===== config.mk =====
export PLATFORM = sky130hd
export DESIGN_NAME = source_token_lexer_core
export DESIGN_NICKNAME = d
export VERILOG_FILES = /design/src/rtl/core/slt_pkg.sv /design/src/rtl/core/source_token_lexer_core.sv /design/src/rtl/core/slt_lexer.sv /design/src/rtl/core/slt_res_fifo.sv
export SDC_FILE = /design/constraint.sdc
export NUM_CORES = 1
export LEC_CHECK = 0
export ABC_AREA = 1
export BUFFER_PORTS_ARGS = -buffer_cell sky130_fd_sc_hd__buf_2
export CORE_ASPECT_RATIO = 2
export CORE_UTILIZATION = 40
export DETAILED_ROUTE_END_ITERATION = 8
export GPL_TIMING_DRIVEN = 0
export SETUP_SLACK_MARGIN = 0.02
export SYNTH_ARGS = -nofsm -noshare
export SYNTH_HDL_FRONTEND = slang
export SYNTH_SLANG_ARGS = --single-unit

===== constraint.sdc =====
create_clock -name clk -period 3.76 [get_ports clk]
set_input_delay 0.94 -clock clk [delete_from_list [all_inputs] [get_ports clk]]
set_output_delay 0.94 -clock clk [all_outputs]
set_load 0.01 [all_outputs]

===== src/rtl/core/slt_pkg.sv =====
// shared types, constants and decode functions for the source token lexer
// used by slt_lexer, slt_res_fifo and source_token_lexer_core; no dependencies
package slt_pkg;

    // sizing
    localparam int POS_BITS      = 32;
    localparam int LEN_BITS      = 16;
    localparam int KEYWORD_CHARS = 6;
    localparam int KW_BITS       = 8 * KEYWORD_CHARS;
    localparam int FIFO_DEPTH    = 4;
    localparam int PTR_BITS      = $clog2(FIFO_DEPTH);
    localparam int CNT_BITS      = $clog2(FIFO_DEPTH + 1);

    localparam logic [LEN_BITS-1:0] LEN_MAX = {LEN_BITS{1'b1}};

    typedef logic [POS_BITS-1:0] pos_t;
    typedef logic [LEN_BITS-1:0] len_t;
    typedef logic [KW_BITS-1:0]  prefix_t;

    // scanner modes
    typedef enum logic [3:0] {
        MODE_IDLE,
        MODE_OP,
        MODE_AMP,
        MODE_BAR,
        MODE_LINE,
        MODE_BLOCK,
        MODE_BSTAR,
        MODE_STR,
        MODE_CH1,
        MODE_CH2,
        MODE_CHE1,
        MODE_CHE2,
        MODE_NUM,
        MODE_WORD
    } mode_t;

    // token kinds
    localparam logic [5:0] KIND_COLON     = 6'd0;
    localparam logic [5:0] KIND_SEMI      = 6'd1;
    localparam logic [5:0] KIND_LPAREN    = 6'd2;
    localparam logic [5:0] KIND_RPAREN    = 6'd3;
    localparam logic [5:0] KIND_LBRACKET  = 6'd4;
    localparam logic [5:0] KIND_RBRACKET  = 6'd5;
    localparam logic [5:0] KIND_LBRACE    = 6'd6;
    localparam logic [5:0] KIND_RBRACE    = 6'd7;
    localparam logic [5:0] KIND_TILDE     = 6'd8;
    localparam logic [5:0] KIND_PLUS_EQ   = 6'd9;
    localparam logic [5:0] KIND_PLUS      = 6'd10;
    localparam logic [5:0] KIND_MINUS_EQ  = 6'd11;
    localparam logic [5:0] KIND_MINUS     = 6'd12;
    localparam logic [5:0] KIND_STAR_EQ   = 6'd13;
    localparam logic [5:0] KIND_STAR      = 6'd14;
    localparam logic [5:0] KIND_PCT_EQ    = 6'd15;
    localparam logic [5:0] KIND_PCT       = 6'd16;
    localparam logic [5:0] KIND_EQ_EQ     = 6'd17;
    localparam logic [5:0] KIND_ASSIGN    = 6'd18;
    localparam logic [5:0] KIND_SLASH_EQ  = 6'd19;
    localparam logic [5:0] KIND_SLASH     = 6'd20;
    localparam logic [5:0] KIND_AND_AND   = 6'd21;
    localparam logic [5:0] KIND_OR_OR     = 6'd22;
    localparam logic [5:0] KIND_BACKSLASH = 6'd23;
    localparam logic [5:0] KIND_COMMA     = 6'd24;
    localparam logic [5:0] KIND_DOT       = 6'd25;
    localparam logic [5:0] KIND_GT        = 6'd26;
    localparam logic [5:0] KIND_LT        = 6'd27;
    localparam logic [5:0] KIND_EOF       = 6'd28;
    localparam logic [5:0] KIND_STRING    = 6'd29;
    localparam logic [5:0] KIND_CHAR     = 6'd30;
    localparam logic [5:0] KIND_FLOAT     = 6'd31;
    localparam logic [5:0] KIND_INT       = 6'd32;
    localparam logic [5:0] KIND_KW_INT    = 6'd33;
    localparam logic [5:0] KIND_KW_MAIN   = 6'd34;
    localparam logic [5:0] KIND_KW_CHAR   = 6'd35;
    localparam logic [5:0] KIND_KW_BOOL   = 6'd36;
    localparam logic [5:0] KIND_KW_FLOAT  = 6'd37;
    localparam logic [5:0] KIND_KW_STRING = 6'd38;
    localparam logic [5:0] KIND_KW_FOR    = 6'd39;
    localparam logic [5:0] KIND_KW_WHILE  = 6'd40;
    localparam logic [5:0] KIND_KW_FUNC   = 6'd41;
    localparam logic [5:0] KIND_BOOL_LIT  = 6'd42;
    localparam logic [5:0] KIND_IDENT     = 6'd43;

    // input item codes
    localparam logic FUNC_BYTE = 1'b0;
    localparam logic FUNC_END  = 1'b1;

    // ascii codes
    localparam logic [7:0] CH_NL      = 8'h0A;
    localparam logic [7:0] CH_DQUOTE  = 8'h22;
    localparam logic [7:0] CH_PCT     = 8'h25;
    localparam logic [7:0] CH_AMP     = 8'h26;
    localparam logic [7:0] CH_SQUOTE  = 8'h27;
    localparam logic [7:0] CH_LPAREN  = 8'h28;
    localparam logic [7:0] CH_RPAREN  = 8'h29;
    localparam logic [7:0] CH_STAR    = 8'h2A;
    localparam logic [7:0] CH_PLUS    = 8'h2B;
    localparam logic [7:0] CH_COMMA   = 8'h2C;
    localparam logic [7:0] CH_MINUS   = 8'h2D;
    localparam logic [7:0] CH_DOT     = 8'h2E;
    localparam logic [7:0] CH_SLASH   = 8'h2F;
    localparam logic [7:0] CH_0       = 8'd48;
    localparam logic [7:0] CH_9       = 8'd57;
    localparam logic [7:0] CH_COLON   = 8'h3A;
    localparam logic [7:0] CH_SEMI    = 8'h3B;
    localparam logic [7:0] CH_LT      = 8'h3C;
    localparam logic [7:0] CH_EQ      = 8'h3D;
    localparam logic [7:0] CH_GT      = 8'h3E;
    localparam logic [7:0] CH_UPPER_A = 8'd65;
    localparam logic [7:0] CH_UPPER_Z = 8'd90;
    localparam logic [7:0] CH_LBRACK  = 8'h5B;
    localparam logic [7:0] CH_BSLASH  = 8'h5C;
    localparam logic [7:0] CH_RBRACK  = 8'h5D;
    localparam logic [7:0] CH_UNDER   = 8'h5F;
    localparam logic [7:0] CH_LOWER_A = 8'd97;
    localparam logic [7:0] CH_LOWER_Z = 8'd122;
    localparam logic [7:0] CH_B       = 8'h62;
    localparam logic [7:0] CH_N       = 8'h6E;
    localparam logic [7:0] CH_R       = 8'h72;
    localparam logic [7:0] CH_T       = 8'h74;
    localparam logic [7:0] CH_LBRACE  = 8'h7B;
    localparam logic [7:0] CH_BAR     = 8'h7C;
    localparam logic [7:0] CH_RBRACE  = 8'h7D;
    localparam logic [7:0] CH_TILDE   = 8'h7E;

    // decoded escape values
    localparam logic [7:0] ESC_NL   = 8'd10;
    localparam logic [7:0] ESC_TAB  = 8'd9;
    localparam logic [7:0] ESC_BS   = 8'd8;
    localparam logic [7:0] ESC_CR   = 8'd13;
    localparam logic [7:0] ESC_BSL  = 8'd92;
    localparam logic [7:0] ESC_NONE = 8'd0;

    // keywords, packed right-justified like the word prefix
    localparam prefix_t KW_INT    = "int";
    localparam prefix_t KW_MAIN   = "main";
    localparam prefix_t KW_CHAR   = "char";
    localparam prefix_t KW_BOOL   = "bool";
    localparam prefix_t KW_FLOAT  = "float";
    localparam prefix_t KW_STRING = "string";
    localparam prefix_t KW_FOR    = "for";
    localparam prefix_t KW_WHILE  = "while";
    localparam prefix_t KW_FUNC   = "func";
    localparam prefix_t KW_VOID   = "void";
    localparam prefix_t KW_TRUE_L = "true";
    localparam prefix_t KW_TRUE_U = "TRUE";
    localparam prefix_t KW_FALS_L = "false";
    localparam prefix_t KW_FALS_U = "FALSE";

    // one result record
    typedef struct packed {
        logic [5:0]  kind;
        logic [31:0] start_pos;
        logic [15:0] length;
        logic [7:0]  value;
        logic        last;
    } res_t;

    // up to two results of one item, toward the result queue
    typedef struct packed {
        logic valid0;
        res_t res0;
        logic valid1;
        res_t res1;
    } res_pair_t;

    typedef struct packed {
        logic       hit;
        logic [5:0] kind;
        logic [7:0] value;
    } kw_t;

    // what a byte does when lexed from idle
    typedef struct packed {
        logic       emit;
        logic [5:0] kind;
        mode_t      mode;
        logic       starts;
        logic       set_held;
        logic       set_prefix;
        logic       clr_dot;
    } idle_t;

    function automatic logic is_digit(input logic [7:0] c);
        return c inside {[CH_0:CH_9]};
    endfunction

    function automatic logic is_letter(input logic [7:0] c);
        return c inside {[CH_UPPER_A:CH_UPPER_Z], [CH_LOWER_A:CH_LOWER_Z]};
    endfunction

    function automatic res_t mk_res(input logic [5:0] k, input pos_t s, input len_t l,
                                    input logic [7:0] v);
        res_t r;
        r.kind      = k;
        r.start_pos = 32'(s);
        r.length    = 16'(l);
        r.value     = v;
        r.last      = 1'b0;
        return r;
    endfunction

    // kind of a one-or-two character operator from its first byte
    function automatic logic [5:0] op_kind(input logic [7:0] held, input logic with_eq);
        logic [5:0] k;
        case (held)
            CH_PLUS:  k = with_eq ? KIND_PLUS_EQ  : KIND_PLUS;
            CH_MINUS: k = with_eq ? KIND_MINUS_EQ : KIND_MINUS;
            CH_STAR:  k = with_eq ? KIND_STAR_EQ  : KIND_STAR;
            CH_PCT:   k = with_eq ? KIND_PCT_EQ   : KIND_PCT;
            CH_EQ:    k = with_eq ? KIND_EQ_EQ    : KIND_ASSIGN;
            default:  k = with_eq ? KIND_SLASH_EQ : KIND_SLASH;
        endcase
        return k;
    endfunction

    function automatic logic [7:0] esc_value(input logic [7:0] c);
        logic [7:0] v;
        case (c)
            CH_N:      v = ESC_NL;
            CH_T:      v = ESC_TAB;
            CH_B:      v = ESC_BS;
            CH_R:      v = ESC_CR;
            CH_BSLASH: v = ESC_BSL;
            default:   v = ESC_NONE;
        endcase
        return v;
    endfunction

    function automatic kw_t kw_match(input prefix_t p);
        kw_t k;
        k.hit   = 1'b1;
        k.value = 8'd0;
        case (p)
            KW_INT:    k.kind = KIND_KW_INT;
            KW_MAIN:   k.kind = KIND_KW_MAIN;
            KW_CHAR:   k.kind = KIND_KW_CHAR;
            KW_BOOL:   k.kind = KIND_KW_BOOL;
            KW_FLOAT:  k.kind = KIND_KW_FLOAT;
            KW_STRING: k.kind = KIND_KW_STRING;
            KW_FOR:    k.kind = KIND_KW_FOR;
            KW_WHILE:  k.kind = KIND_KW_WHILE;
            KW_FUNC:   k.kind = KIND_KW_FUNC;
            KW_VOID:   k.kind = KIND_KW_FUNC;
            KW_TRUE_L, KW_TRUE_U:
            begin
                k.kind  = KIND_BOOL_LIT;
                k.value = 8'd1;
            end
            KW_FALS_L, KW_FALS_U:
                k.kind = KIND_BOOL_LIT;
            default:
            begin
                k.hit  = 1'b0;
                k.kind = KIND_IDENT;
            end
        endcase
        return k;
    endfunction

    // decode of a byte seen with no token pending
    function automatic idle_t idle_lex(input logic [7:0] c);
        idle_t r;
        r.emit       = 1'b1;
        r.kind       = KIND_COLON;
        r.mode       = MODE_IDLE;
        r.starts     = 1'b0;
        r.set_held   = 1'b0;
        r.set_prefix = 1'b0;
        r.clr_dot    = 1'b0;
        case (c)
            CH_COLON:  r.kind = KIND_COLON;
            CH_SEMI:   r.kind = KIND_SEMI;
            CH_LPAREN: r.kind = KIND_LPAREN;
            CH_RPAREN: r.kind = KIND_RPAREN;
            CH_LBRACK: r.kind = KIND_LBRACKET;
            CH_RBRACK: r.kind = KIND_RBRACKET;
            CH_LBRACE: r.kind = KIND_LBRACE;
            CH_RBRACE: r.kind = KIND_RBRACE;
            CH_TILDE:  r.kind = KIND_TILDE;
            CH_BSLASH: r.kind = KIND_BACKSLASH;
            CH_COMMA:  r.kind = KIND_COMMA;
            CH_DOT:    r.kind = KIND_DOT;
            CH_GT:     r.kind = KIND_GT;
            CH_LT:     r.kind = KIND_LT;
            CH_PLUS, CH_MINUS, CH_STAR, CH_PCT, CH_EQ, CH_SLASH:
            begin
                r.emit     = 1'b0;
                r.mode     = MODE_OP;
                r.starts   = 1'b1;
                r.set_held = 1'b1;
            end
            CH_AMP:
            begin
                r.emit   = 1'b0;
                r.mode   = MODE_AMP;
                r.starts = 1'b1;
            end
            CH_BAR:
            begin
                r.emit   = 1'b0;
                r.mode   = MODE_BAR;
                r.starts = 1'b1;
            end
            CH_SQUOTE:
            begin
                r.emit   = 1'b0;
                r.mode   = MODE_CH1;
                r.starts = 1'b1;
            end
            CH_DQUOTE:
            begin
                r.emit   = 1'b0;
                r.mode   = MODE_STR;
                r.starts = 1'b1;
            end
            default:
            begin
                r.emit = 1'b0;
                if (is_letter(c))
                begin
                    r.mode       = MODE_WORD;
                    r.starts     = 1'b1;
                    r.set_prefix = 1'b1;
                end
                else if (is_digit(c))
                begin
                    r.mode    = MODE_NUM;
                    r.starts  = 1'b1;
                    r.clr_dot = 1'b1;
                end
            end
        endcase
        return r;
    endfunction

endpackage


===== src/rtl/core/source_token_lexer_core.sv =====
// top level of the streaming source token lexer
// depends on slt_pkg, slt_lexer and slt_res_fifo
//
// Streaming lexer: one source byte (func = 0) or an end marker (func = 1) per
// input transfer, token records out, one record per output transfer. An input
// item is taken every cycle while the four-entry result queue holds at most two
// records; the item is held in the input register, then its records are written
// to the result queue and offered on the output from there. A byte that closes
// one token and opens a punctuation token, and every end marker that flushes a
// token, yields two records, which leave in separate output transfers; sustained
// rate is one item per cycle otherwise, while the output is not stalled.
// Positions count bytes from reset or from the last end marker; last marks
// the final record caused by an item.
module source_token_lexer_core
    import slt_pkg::*;
(
    input  logic        clk,
    input  logic        rst_n,
    input  logic        in_valid,
    output logic        in_stall,
    input  logic        func,
    input  logic [7:0]  char_in,
    output logic        out_valid,
    input  logic        out_stall,
    output logic [5:0]  kind,
    output logic [31:0] start_pos,
    output logic [15:0] length,
    output logic [7:0]  value,
    output logic        last
);

    logic       valid_reg, valid_next;
    logic       func_reg;
    logic [7:0] char_reg;
    logic       room;
    logic       step;
    logic       accept;
    res_pair_t  pair;
    res_t       head;

    // input register handshake
    assign step       = valid_reg && room;
    assign in_stall   = valid_reg && !room;
    assign accept     = in_valid && !in_stall;
    assign valid_next = accept ? 1'b1 : (step ? 1'b0 : valid_reg);

    always_ff @(posedge clk or negedge rst_n)
    begin
        if (!rst_n)
            valid_reg <= 1'b0;
        else
            valid_reg <= valid_next;
    end

    always_ff @(posedge clk)
    begin
        if (accept)
        begin
            func_reg <= func;
            char_reg <= char_in;
        end
    end

    // lexing step
    slt_lexer u_lexer (
        .clk     (clk),
        .rst_n   (rst_n),
        .step    (step),
        .func    (func_reg),
        .char_in (char_reg),
        .res     (pair)
    );

    // result queue
    slt_res_fifo u_fifo (
        .clk       (clk),
        .rst_n     (rst_n),
        .push      (step),
        .push_data (pair),
        .room      (room),
        .out_valid (out_valid),
        .out_stall (out_stall),
        .out_data  (head)
    );

    assign kind      = head.kind;
    assign start_pos = head.start_pos;
    assign length    = head.length;
    assign value     = head.value;
    assign last      = head.last;

endmodule


===== src/rtl/core/slt_lexer.sv =====
// scanner state registers and the one-step lexing logic for one item
// depends on slt_pkg
module slt_lexer
    import slt_pkg::*;
(
    input  logic      clk,
    input  logic      rst_n,
    input  logic      step,
    input  logic      func,
    input  logic [7:0] char_in,
    output res_pair_t res
);

    mode_t      mode_reg, mode_next;
    pos_t       pos_reg, pos_next;
    pos_t       start_reg, start_next;
    len_t       len_reg, len_next;
    prefix_t    prefix_reg, prefix_next;
    logic [7:0] held_reg, held_next;
    logic       dot_reg, dot_next;

    idle_t      idl;
    kw_t        kw;
    len_t       len_inc;
    res_t       word_res;
    res_t       num_res;
    logic       pend_v;
    res_t       pend;
    logic       tail_v;
    res_t       tail;
    logic       use_idle;

    // state registers
    always_ff @(posedge clk or negedge rst_n)
    begin
        if (!rst_n)
        begin
            mode_reg   <= MODE_IDLE;
            pos_reg    <= '0;
            start_reg  <= '0;
            len_reg    <= '0;
            prefix_reg <= '0;
            held_reg   <= '0;
            dot_reg    <= 1'b0;
        end
        else if (step)
        begin
            mode_reg   <= mode_next;
            pos_reg    <= pos_next;
            start_reg  <= start_next;
            len_reg    <= len_next;
            prefix_reg <= prefix_next;
            held_reg   <= held_next;
            dot_reg    <= dot_next;
        end
    end

    // helpers shared by several modes
    always_comb
    begin
        idl      = idle_lex(char_in);
        kw       = kw_match(prefix_reg);
        len_inc  = (len_reg == LEN_MAX) ? len_reg : len_reg + 1'b1;
        num_res  = mk_res(dot_reg ? KIND_FLOAT : KIND_INT, start_reg, len_reg, 8'd0);
        if ((len_reg <= LEN_BITS'(KEYWORD_CHARS)) && kw.hit)
            word_res = mk_res(kw.kind, start_reg, len_reg, kw.value);
        else
            word_res = mk_res(KIND_IDENT, start_reg, len_reg, 8'd0);
    end

    // next state and results of one item
    always_comb
    begin
        mode_next   = mode_reg;
        pos_next    = pos_reg;
        start_next  = start_reg;
        len_next    = len_reg;
        prefix_next = prefix_reg;
        held_next   = held_reg;
        dot_next    = dot_reg;
        pend_v      = 1'b0;
        pend        = '0;
        tail_v      = 1'b0;
        tail        = '0;
        use_idle    = 1'b0;

        if (func == FUNC_END)
        begin
            // flush a pending operator, string, escaped char, number or word, then end-of-file and back to reset
            case (mode_reg)
                MODE_OP:
                begin
                    pend_v = 1'b1;
                    pend   = mk_res(op_kind(held_reg, 1'b0), start_reg, len_t'(1), 8'd0);
                end
                MODE_STR:
                begin
                    pend_v = 1'b1;
                    pend   = mk_res(KIND_STRING, start_reg, len_reg, 8'd0);
                end
                MODE_CHE2:
                begin
                    pend_v = (held_reg != ESC_NONE);
                    pend   = mk_res(KIND_CHAR, start_reg, len_t'(3), held_reg);
                end
                MODE_NUM:
                begin
                    pend_v = 1'b1;
                    pend   = num_res;
                end
                MODE_WORD:
                begin
                    pend_v = 1'b1;
                    pend   = word_res;
                end
                default:
                    pend_v = 1'b0;
            endcase
            tail_v      = 1'b1;
            tail        = mk_res(KIND_EOF, pos_reg, len_t'(0), 8'd0);
            mode_next   = MODE_IDLE;
            pos_next    = '0;
            start_next  = '0;
            len_next    = '0;
            prefix_next = '0;
            held_next   = '0;
            dot_next    = 1'b0;
        end
        else
        begin
            pos_next = pos_reg + 1'b1;
            case (mode_reg)
                MODE_OP:
                begin
                    if ((held_reg == CH_SLASH) && (char_in == CH_SLASH))
                        mode_next = MODE_LINE;
                    else if ((held_reg == CH_SLASH) && (char_in == CH_STAR))
                        mode_next = MODE_BSTAR;
                    else if (char_in == CH_EQ)
                    begin
                        pend_v    = 1'b1;
                        pend      = mk_res(op_kind(held_reg, 1'b1), start_reg, len_t'(2), 8'd0);
                        mode_next = MODE_IDLE;
                    end
                    else
                    begin
                        pend_v   = 1'b1;
                        pend     = mk_res(op_kind(held_reg, 1'b0), start_reg, len_t'(1), 8'd0);
                        use_idle = 1'b1;
                    end
                end
                MODE_AMP, MODE_BAR:
                begin
                    if ((mode_reg == MODE_AMP) && (char_in == CH_AMP))
                    begin
                        pend_v    = 1'b1;
                        pend      = mk_res(KIND_AND_AND, start_reg, len_t'(2), 8'd0);
                        mode_next = MODE_IDLE;
                    end
                    else if ((mode_reg == MODE_BAR) && (char_in == CH_BAR))
                    begin
                        pend_v    = 1'b1;
                        pend      = mk_res(KIND_OR_OR, start_reg, len_t'(2), 8'd0);
                        mode_next = MODE_IDLE;
                    end
                    else
                        use_idle = 1'b1;
                end
                MODE_LINE:
                begin
                    if (char_in == CH_NL)
                        mode_next = MODE_IDLE;
                end
                MODE_BLOCK:
                begin
                    if (char_in == CH_STAR)
                        mode_next = MODE_BSTAR;
                end
                MODE_BSTAR:
                begin
                    if (char_in == CH_SLASH)
                        mode_next = MODE_IDLE;
                    else if (char_in != CH_STAR)
                        mode_next = MODE_BLOCK;
                end
                MODE_STR:
                begin
                    len_next = len_inc;
                    if (char_in == CH_DQUOTE)
                    begin
                        pend_v    = 1'b1;
                        pend      = mk_res(KIND_STRING, start_reg, len_inc, 8'd0);
                        mode_next = MODE_IDLE;
                    end
                end
                MODE_CH1:
                begin
                    if (char_in == CH_BSLASH)
                        mode_next = MODE_CHE1;
                    else
                    begin
                        held_next = char_in;
                        mode_next = MODE_CH2;
                    end
                end
                MODE_CH2:
                begin
                    pend_v    = (held_reg != CH_SQUOTE) && (char_in == CH_SQUOTE);
                    pend      = mk_res(KIND_CHAR, start_reg, len_t'(3), held_reg);
                    mode_next = MODE_IDLE;
                end
                MODE_CHE1:
                begin
                    held_next = esc_value(char_in);
                    mode_next = MODE_CHE2;
                end
                MODE_CHE2:
                begin
                    pend_v    = (held_reg != ESC_NONE);
                    pend      = mk_res(KIND_CHAR, start_reg, len_t'(4), held_reg);
                    mode_next = MODE_IDLE;
                end
                MODE_NUM:
                begin
                    if (is_digit(char_in))
                        len_next = len_inc;
                    else if ((char_in == CH_DOT) && !dot_reg)
                    begin
                        len_next = len_inc;
                        dot_next = 1'b1;
                    end
                    else
                    begin
                        pend_v   = 1'b1;
                        pend     = num_res;
                        use_idle = 1'b1;
                    end
                end
                MODE_WORD:
                begin
                    if (is_digit(char_in) || is_letter(char_in) || (char_in == CH_UNDER))
                    begin
                        len_next = len_inc;
                        if (len_inc <= LEN_BITS'(KEYWORD_CHARS))
                            prefix_next = {prefix_reg[KW_BITS-9:0], char_in};
                    end
                    else
                    begin
                        pend_v   = 1'b1;
                        pend     = word_res;
                        use_idle = 1'b1;
                    end
                end
                default:
                    use_idle = 1'b1;
            endcase

            // relex the byte from idle
            if (use_idle)
            begin
                mode_next = idl.mode;
                tail_v    = idl.emit;
                tail      = mk_res(idl.kind, pos_reg, len_t'(1), 8'd0);
                if (idl.starts)
                begin
                    start_next = pos_reg;
                    len_next   = len_t'(1);
                end
                if (idl.set_held)
                    held_next = char_in;
                if (idl.set_prefix)
                    prefix_next = prefix_t'(char_in);
                if (idl.clr_dot)
                    dot_next = 1'b0;
            end
        end
    end

    // pack results in order, marking the final one
    always_comb
    begin
        res = '0;
        if (pend_v)
        begin
            res.valid0    = 1'b1;
            res.res0      = pend;
            res.res0.last = !tail_v;
            res.valid1    = tail_v;
            res.res1      = tail;
            res.res1.last = 1'b1;
        end
        else
        begin
            res.valid0    = tail_v;
            res.res0      = tail;
            res.res0.last = 1'b1;
        end
    end

endmodule


===== src/rtl/core/slt_res_fifo.sv =====
// result queue: takes up to two results a cycle, delivers one per transfer
// depends on slt_pkg
module slt_res_fifo
    import slt_pkg::*;
(
    input  logic      clk,
    input  logic      rst_n,
    input  logic      push,
    input  res_pair_t push_data,
    output logic      room,
    output logic      out_valid,
    input  logic      out_stall,
    output res_t      out_data
);

    res_t                mem [FIFO_DEPTH];
    logic [PTR_BITS-1:0] wr_ptr_reg, wr_ptr_next;
    logic [PTR_BITS-1:0] rd_ptr_reg, rd_ptr_next;
    logic [CNT_BITS-1:0] count_reg, count_next;
    logic                wr0, wr1, pop;
    logic [PTR_BITS-1:0] wr_ptr_p1;

    // room for a full pair, counted without the pop of this cycle
    assign room      = (count_reg <= CNT_BITS'(FIFO_DEPTH - 2));
    assign out_valid = (count_reg != '0);
    assign out_data  = mem[rd_ptr_reg];

    always_comb
    begin
        wr0         = push && push_data.valid0;
        wr1         = push && push_data.valid0 && push_data.valid1;
        pop         = out_valid && !out_stall;
        wr_ptr_p1   = wr_ptr_reg + 1'b1;
        wr_ptr_next = wr_ptr_reg + PTR_BITS'(wr0) + PTR_BITS'(wr1);
        rd_ptr_next = rd_ptr_reg + PTR_BITS'(pop);
        count_next  = count_reg + CNT_BITS'(wr0) + CNT_BITS'(wr1) - CNT_BITS'(pop);
    end

    // pointers and fill count
    always_ff @(posedge clk or negedge rst_n)
    begin
        if (!rst_n)
        begin
            wr_ptr_reg <= '0;
            rd_ptr_reg <= '0;
            count_reg  <= '0;
        end
        else
        begin
            wr_ptr_reg <= wr_ptr_next;
            rd_ptr_reg <= rd_ptr_next;
            count_reg  <= count_next;
        end
    end

    // entry storage
    always_ff @(posedge clk)
    begin
        if (wr0)
            mem[wr_ptr_reg] <= push_data.res0;
        if (wr1)
            mem[wr_ptr_p1] <= push_data.res1;
    end

endmodule

# == Word-level counts from Yosys, hierarchy flattened ==
# Memories as Yosys holds them, arrays and structs flattened.
# Index checks and enable logic that the tools add are counted.
# Widths: inputs -> output; s select.
# totals
mem_bits_rw,252
ff_bits,158
mem_count,1
elab_cells,250
# classes
n_addsub,9
eq_ne,72
n_reduce_logical,43
mux,103
magnitude_cmp,9
# memory_table
name,words,width,read_ports,rd_clocked_by_memory_dff,write_ports,line,text
u_fifo.mem,4,63,1,0,2,slt_res_fifo.sv:16,res_t mem [FIFO_DEPTH];
# ops
operator,count
$mux 63,8
$pmux 63 s7,1
$eq 48x31->1 const B,7
$pmux 63 s5,1
$mux 48,6
$mux 62,4
$eq 48x39->1 const B,4
$eq 8x6->1 const B,23
$mux 32,4
$mux 64,2
$mux 16,7
$eq 48x23->1 const B,2
$eq 8x7->1 const B,12
$pmux 5 s13,1
$mux 61,1
$pmux 5 s5,2
$eq 48x47->1 const B,1
$mux 4,12
$pmux 16 s3,1
$pmux 4 s10,1
$mux 1,36
$pmux 4 s9,1
$pmux 7 s5,1
$add 32x1->32 const B,1
other kinds (45),97

# == Logic depth before layout (Yosys ltp) ==
# Gate-level depths: netlist (run 1).
# depth
depth_word,16
mapped_depth,20
ltp_nobuf,20

# == By module ==
# A second synthesis (run 1) with hierarchy kept.
# unflattened
cells_unflattened,3555
hier_area_um2,26147.6
# by_module_without_submodules
mod,cells_each,n_inst,area_each_um2,seq_area_each_um2
slt_res_fifo,1722,1,14216.1,7742.4
slt_lexer,1815,1,11596.1,3528.4
source_token_lexer_core,18,1,335.3,295.3

# == Least setup slack after synthesis (run 1) ==
# OpenSTA, ideal clock, no wires.
# synth_timing
path_kind,register to register
from,register char_reg[6]
to,memory u_fifo.mem[0][0] in the netlist's numbering (enable)
stages_incl_launch_ff,16
path_buffers,1
path_slack_ns,0.319
arrival_time_ns,2.916
synth_period_minus_slack_ns,3.441
required_ns,3.234
setup_time_ns,0.526
path_cell_list,edfxtp_1 > nor2_4 > nand3_4 > nor3_1 > nand2_1 > nand4_1 > nand3b_2 > nor2_4 > nand2_4 > o21ai_4 > nand2_2 > nand2_4 > nor2_4 > clkinv_2 > buf_4 > nand2_1
# synth_lines
element,line,text
"start, declared",source_token_lexer_core.sv:34,logic [7:0] char_reg;
"start signal, assigned",source_token_lexer_core.sv:60,char_reg <= char_in;
"end, declared",slt_res_fifo.sv:16,

# == Final worst setup path (run 1) ==
# layout_timing
from,register u_fifo.rd_ptr_reg[0]
to,output value[4]
# layout_between
elab_chain_cells,1
# layout_rtl
element,line,text
"start, declared",slt_res_fifo.sv:18,"logic [PTR_BITS-1:0] rd_ptr_reg, rd_ptr_next;"
"start signal, assigned",slt_res_fifo.sv:51,rd_ptr_reg <= rd_ptr_next;
$mem_v2 4x63,--,
"end, declared",source_token_lexer_core.sv:28,"output logic [7:0] value,"
# No other way between the ends.

==> flow_summary.yaml, run 1 <==
outcome:
  outcome: "complete, no violations"
synth:
  yosys-top-cells-count: "766 x nand2_1, 385 x nor2_1, 371 x o21ai_0, 293 x nand3_1, 224 x inv_1"
  yosys_warnings: 0
  syn-cell-area_mm2: 0.0230
  syn-num-nets: 3122
  synth_most_common_cell: "nand2_1"
  synth_cells: 3100
  synthTopCellsByArea: "edfxtp_1 22%, dfrtp_1 16%, nand2_1 13%"
  synthArstFlopShare_pct: 36.3
  ys_ff_latch: 410
  synth_cell_types: 58
  synth_flop_cell: "edfxtp_1"
  seq_area_frac_synth_pct: 46.1
  synth.top_cell.area_share_pct: 21.5
  synth_edf_count: 165
  synth_top_area_cell: "edfxtp_1"
  avgSynthCellArea_um2: 7.42
global_routing:
  grt_pass1_wl_um: 144000
  grt_pass1_vias: 23600
  grt_util_met1_pct: 30.3
  grtUsageMet3_pct: 4.38
  overflow: 0
  grt_max_degree: 116
  antenna_found_initial: 0
  busiest_layer: "met2"
  track_usage_pct: 33.7
  met2_usage_pct: 61.7
timing:
  min_period_ns: 3.75
  worst_slack_ns: 0.0107
  finClkSkew_ns: 0.0266
  finalMaxSlewViolations: 0
  rsz0062_at_grt: "false"
  hold_violations: 0
  clock.fmax_ghz: 0.267
  worst_slew_pin_slew_ns: 1.22
  setup_viol: 0
  finalCritPeriodShare_pct: 99.7
  slew_headroom_pct: 17.8
die:
  fp.dieH_um: 341
  num_rows: 124
  floorplan.initialDensity_pct: 40.4
  ioPinCount: 78
  fp.dieW_um: 172
  die-area_mm2: 0.0585
  core_area_mm2: 0.0569
clock_tree:
  clock_latency_ns: 0.59
  clk_pin_slew_ns: 0.06
  cts_tree: "built"
  cts_buffer_depth: 3
  root_buffer: "clkbuf_16"
  h-tree-depth: 2
  cts_buffers: 40
  cts.sinks: 410
finish:
  final_cells: 4051
  syn_to_final_growth_pct: 15.0
  finalInstanceArea_mm2: 0.0265
  num-fill-cells: 5766
  post-route-util_pct: 46.5
  largest_register_ffs: 252
  final_layout_size_suffix_gt1_share_pct: 11.1
  nNetsFinal: 3285
worst_setup_path:
  end_kind: "output port"
  cp.required_ns: 2.82
  worstPathArrival_ns: 2.81
  start_kind: "flop"
  criticalPathCategory: "reg -> out"
  path_max_fanout: 10
detailed_routing:
  postRouteAntennaNets: 0
  dr.pass1.iters: 6
  wl_per_cell_um: 24.2
  wirelength_um: 97900
  via_per_inst: 5.78
  drt_iter0_drc: 2272
  via_count: 23400
  drc: 0
place:
  place_area_mm2: 0.0245
  dp_hpwl_um: 74700
  dp_cells: 3938
  finalWeightedCongestion: 1.05
  pre_cts_ws_ns: -1.48
  portBuffers: 77
pwr:
  totalPowerFinal_mw: 17.2
  power_density_mw_per_mm2: 650
  p_leak_nw: 10.9
  peakVddDrop_mv: 0.375
hold_path:
  hold_path.class: "in -> async"
job:
  max_cap_violations: 0
==> cell families (layout without fill, tap and decap cells) <==
logic type,Yosys count,count (layout),synth area share (%)
simple gates,1583,1585,29.2
fa+ha+maj,9,9,0.588
compound gates,656,656,15.7
other cells,0,1,0
xor+xnor,25,25,0.952
flops,410,410,46.1
buf+inv,417,609,7.44
==> placed cells by master (no fill, tap or decap), drive strengths merged, types with 3 or more instances in the layout <==
master,synthesis,layout
nand2,775,777
o21ai,419,419
nor2,399,399
nand3,297,297
inv,239,244
buf,69,186
edfxtp,165,165
clkbuf,105,160
dfrtp,149,149
o22ai,125,125
dfxtp,96,96
nor3,52,52
a21oi,42,42
nand4,32,32
xor2,23,23
o31ai,18,18
nor4,18,18
a31oi,17,17
clkinv,4,13
a22oi,11,11
o211ai,9,9
ha,6,6
a211oi,5,5
nand3b,5,5
fa,3,3
or2,3,3
==> worst max-delay path: stages, from the launching register on <==
cell	delay, ns
dfrtp_1	0.38
clkbuf_2	0.31
clkinv_2	0.27
clkbuf_1	0.48
o21ai_0	0.18
o22ai_1	0.38
buf_2	0.22
==> where the power goes <==
part / internal [mW] / switching [mW] / leakage [nW] / total (mW)
sequential: 5.20 / 0.341 / 4.37 / 5.55
clock: 2.27 / 1.88 / 0.651 / 4.15
combinational: 1.99 / 5.51 / 5.86 / 7.50
total: 9.47 / 7.73 / 10.9 / 17.2
==> cell type report <==
| class | instances | area, um^2 | area share (%) |
|---|---|---|---|
| diodes | 1 | 2.50 | 0.00946 |
| plain buffers | 172 | 816 | 3.08 |
| clock buffers | 55 | 1130 | 4.27 |
| clock inverters | 18 | 181 | 0.686 |
| inverters | 243 | 938 | 3.55 |
| multi-input cells | 2275 | 11000 | 41.5 |
| flip-flops and latches | 410 | 10600 | 40.1 |
| well taps | 756 | 946 | 3.58 |
| repair buffers | 121 | 853 | 3.23 |
==> per-layer routing <==
layer	part of all wire, %	up-vias	wire (um)
li1	-	10800	-
met1	30	11100	29900
met2	52	1111	50700
met3	5.2	439	5110
met4	12	0	12200
met5	0	-	0
==> worst paths after layout <==
| check | from | endpoint | slack (ns) | cells past startpoint |
|---|---|---|---|---|
| max | u_fifo.rd_ptr_reg[0]$_DFF_PN0_ | value[4] | 0.01 | 6 |
| min | rst_n | u_lexer.len_reg[12]$_DFFE_PN0P_ | 0.25 | 1 |
| max reg2reg | char_reg[3]$_DFFE_PP_ | u_fifo.mem[1][53]$_DFFE_PP_ | 0.11 | 20 |
| min reg2reg | u_fifo.mem[1][22]$_SDFFE_PP0N_ | u_fifo.mem[1][22]$_SDFFE_PP0N_ | 0.46 | 2 |
| max in group asynchronous | rst_n | u_lexer.pos_reg[14]$_DFFE_PN0P_ | 2.57 | 2 |
| min in group clk | u_fifo.mem[1][22]$_SDFFE_PP0N_ | u_fifo.mem[1][22]$_SDFFE_PP0N_ | 0.46 | 2 |
==> stage by stage <==
stage               hold slack, ns  TNS [ns]
floorplan                    0.439         0
CTS                          0.258         0
global route                 0.268         0
detailed placement           0.451   -219.31
finish                       0.247         0
global placement             0.449   -482.08
==> timing repair <==
item                                    4_1_cts  5_1_grt
buffers inserted                             14       23
endpoints found under the setup margin      506      386
hold buffers                                  0        0
cloned                                        4        0
pin swaps                                    12       17
resized for setup                            48       63
Note: power is estimated with default switching activity, not from simulation.
==> run 2, diff against run 1 <==
- SYNTH_HIERARCHICAL: unset -> 1
==> run 2 against run 1 <==
Compared with the run above:
- critical path depth grew 15
- via count grew 3.3%
- die area grew 14%
- count of clock-buffer cells in the layout grew 1
- combinational power grew 5.5%
- global-route usage shrank 5.3 points
- sequential share of layout area shrank 1.8 points
- area after synthesis grew 14%
- setup slack gained 0.063 ns
- routed wire length shrank 3.9%
- non-clock buffer count grew 46
- critical endpoint is now u_fifo/count_reg[2]$_DFF_PN0_
==> flow_summary.yaml, run 2 <==
timing:
  finClkSkew_ns: 0.0148
  slew_headroom_pct: 26.9
  setup_tns_ns: 0
  clock.fmax_ghz: 0.271
  finalMaxSlewViolations: 0
  min_period_ns: 3.69
  rsz0062_at_grt: "true"
  setup_viol: 0
  worst_slew_pin_slew_ns: 1.09
  hold_violations: 0
  finalCritPeriodShare_pct: 98.0
  worst_slack_ns: 0.0736
finish:
  post-route-util_pct: 46.7
  final_cells: 4668
  nNetsFinal: 3789
  syn_to_final_growth_pct: 15.6
  layout_commonest_cell: "nand2_1"
  largest_register_ffs: 252
  final_layout_size_suffix_gt1_share_pct: 14.3
  num-fill-cells: 6624
  layout_common_cells: "1359 x nand2_1, 361 x nor2_1, 323 x inv_1, 261 x edfxtp_1, 231 x nand3_1"
place:
  dp_cells: 4536
  portBuffers: 77
  dp_hpwl_um: 70500
  pre_cts_ws_ns: -1.11
  finalWeightedCongestion: 1.00
synth:
  yosys-top-cells-count: "1377 x nand2_1, 376 x nor2_1, 332 x inv_1, 261 x edfxtp_1, 234 x nand3_1"
  ys_ff_latch: 410
  synth_flop_cell: "edfxtp_1"
  synthArstFlopShare_pct: 36.3
  avgSynthCellArea_um2: 7.36
  syn-cell-area_mm2: 0.0261
  synth.top_cell.area_share_pct: 30.0
  synth_top_area_cell: "edfxtp_1"
  synth_most_common_cell: "nand2_1"
  yosys_warnings: 6
  synth_cells: 3555
  synth_edf_count: 261
  synthTopCellsByArea: "edfxtp_1 30%, nand2_1 20%, dfrtp_1 14%"
  synth_cell_types: 62
  seq_area_frac_synth_pct: 44.2
global_routing:
  grt_pass1_wl_um: 141000
  track_usage_pct: 28.4
  grt_pass1_vias: 24400
  busiest_layer: "met2"
  met2_usage_pct: 56.2
  grt_util_met1_pct: 25.6
  grtUsageMet3_pct: 3.53
  grt_max_degree: 91
  overflow: 0
  antenna_found_initial: 1
worst_setup_path:
  path_max_fanout: 10
  r2r_slack_ns: 0.07
  r2r-start: "char_reg[0]$_DFFE_PP_"
  end_kind: "flop"
  worstPathArrival_ns: 4.15
  criticalPathCategory: "reg -> reg"
  setup.worst_path.start: "char_reg[0]$_DFFE_PP_"
  cp.required_ns: 4.22
  start_kind: "flop"
detailed_routing:
  dr.pass1.iters: 5
  drc: 0
  drt_iter0_drc: 1625
  postRouteAntennaNets: 0
  wirelength_um: 94100
  via_count: 24200
  wl_per_cell_um: 20.2
  via_per_inst: 5.18
pwr:
  internal_power_mw: 10.1
  combPwrFrac_pct: 44.1
  peakVddDrop_mv: 0.460
  netSwitchingPower_mw: 7.86
  totalPowerFinal_mw: 17.9
  power_density_mw_per_mm2: 593
  pwr-share-seq_pct: 32.9
  p_leak_nw: 14.0
  power.share.switching_pct: 43.8
  clkPwrFrac_pct: 23.0
die:
  core_area_mm2: 0.0647
  ioPinCount: 78
  fp.dieW_um: 183
  fp.dieH_um: 364
  die-area_mm2: 0.0665
  floorplan.initialDensity_pct: 40.4
  num_rows: 132
clock_tree:
  cts_buffer_depth: 3
  cts_buffers: 41
  ctsHoldBuffers: 0
  cts_tree: "built"
  h-tree-depth: 2
  clk_pin_slew_ns: 0.06
  root_buffer: "clkbuf_16"
  clock_latency_ns: 0.58
  cts.sinks: 410
hold_path:
  hold_path.class: "in -> async"
outcome:
  outcome: "complete, no violations"
job:
  max_cap_violations: 0
## run 2: metrics by stage
stage / cell area, um^2 / hold WS, ns
final: 30200 / 0.292
after global routing: 30200 / 0.339
after CTS: 29800 / 0.315
after detailed placement: 28000 / 0.478
after global placement: 27700 / 0.471
after floorplan: 26200 / 0.454
## run 2: final timing paths
path / to / cells past startpoint
max: u_fifo/count_reg[2]$_DFF_PN0_ / 21
min: u_lexer/prefix_reg[17]$_DFFE_PN0P_ / 1
max reg2reg: u_fifo/count_reg[2]$_DFF_PN0_ / 21
min reg2reg: u_lexer/start_reg[0]$_DFFE_PN0P_ / 2
max in group asynchronous: u_lexer/start_reg[27]$_DFFE_PN0P_ / 2
min in group clk: u_lexer/start_reg[0]$_DFFE_PN0P_ / 2
## run 2: kinds of logic after synthesis
logic type	count (synthesis)	synth area share, %
and+or+nand+nor	2162	35.0
buffers and inverters	555	10.6
DFF	410	44.2
AOI/OAI and AO/OA	401	8.98
xor gates and xnor gates	13	0.435
adders and majority gates	13	0.708
other	1	0.0143
## run 2: worst max-delay path, stage by stage (launching register included)
cell,delay [ns]
edfxtp_1,0.42
buf_4,0.18
nand2_1,0.10
nor2_2,0.07
o211ai_4,0.28
buf_12,0.15
nand3_4,0.17
nand2_4,0.15
nor2_2,0.04
nand2_1,0.06
nand2_2,0.06
nand2_4,0.13
clkinv_8,0.10
buf_12,0.15
nand2_4,0.09
nand2_4,0.08
buf_4,0.16
ha_1,0.27
inv_1,0.05
fa_2,0.36
fa_2,0.35
xnor2_1,0.13
## run 2: final cells by class
type / instances / area [um^2] / area share (%)
Clock inverter: 20 / 176 / 0.584
Timing Repair Buffer: 140 / 1110 / 3.67
Inverter: 356 / 1360 / 4.49
Multi-Input combinational cell: 2615 / 12300 / 40.8
Sequential cell: 410 / 11600 / 38.3
Clock buffer: 56 / 1130 / 3.75
Buffer: 199 / 1460 / 4.82
Tap cell: 871 / 1090 / 3.60
Antenna cell: 1 / 2.50 / 0.00828
## run 2: what timing repair did
action | 4_1_cts | 5_1_grt
endpoints found under the hold margin | 0 | 0
endpoints found under the setup margin | 514 | 260
pin swaps | 13 | 19
gates cloned | 2 | 1
gates resized for setup | 55 | 59
buffers inserted | 32 | 20
## run 2: power by group through the flow
stage	Sequential, mW	Clock, mW	Combinational [mW]
6_report	5.90	4.14	7.91
5_1_grt	5.95	4.37	8.57
4_1_cts	5.89	4.21	7.75
3_5_place_dp	5.99	0	7.46
3_3_place_gp	6.03	0	7.26
2_1_floorplan	5.88	0	4.44
## run 2: metal layers
| metal | vias up | wire length, um |
|---|---|---|
| met1 | 11200 | 29800 |
| met5 | - | 0 |
| met4 | 0 | 7990 |
| li1 | 11800 | - |
| met3 | 349 | 4300 |
| met2 | 814 | 52100 |
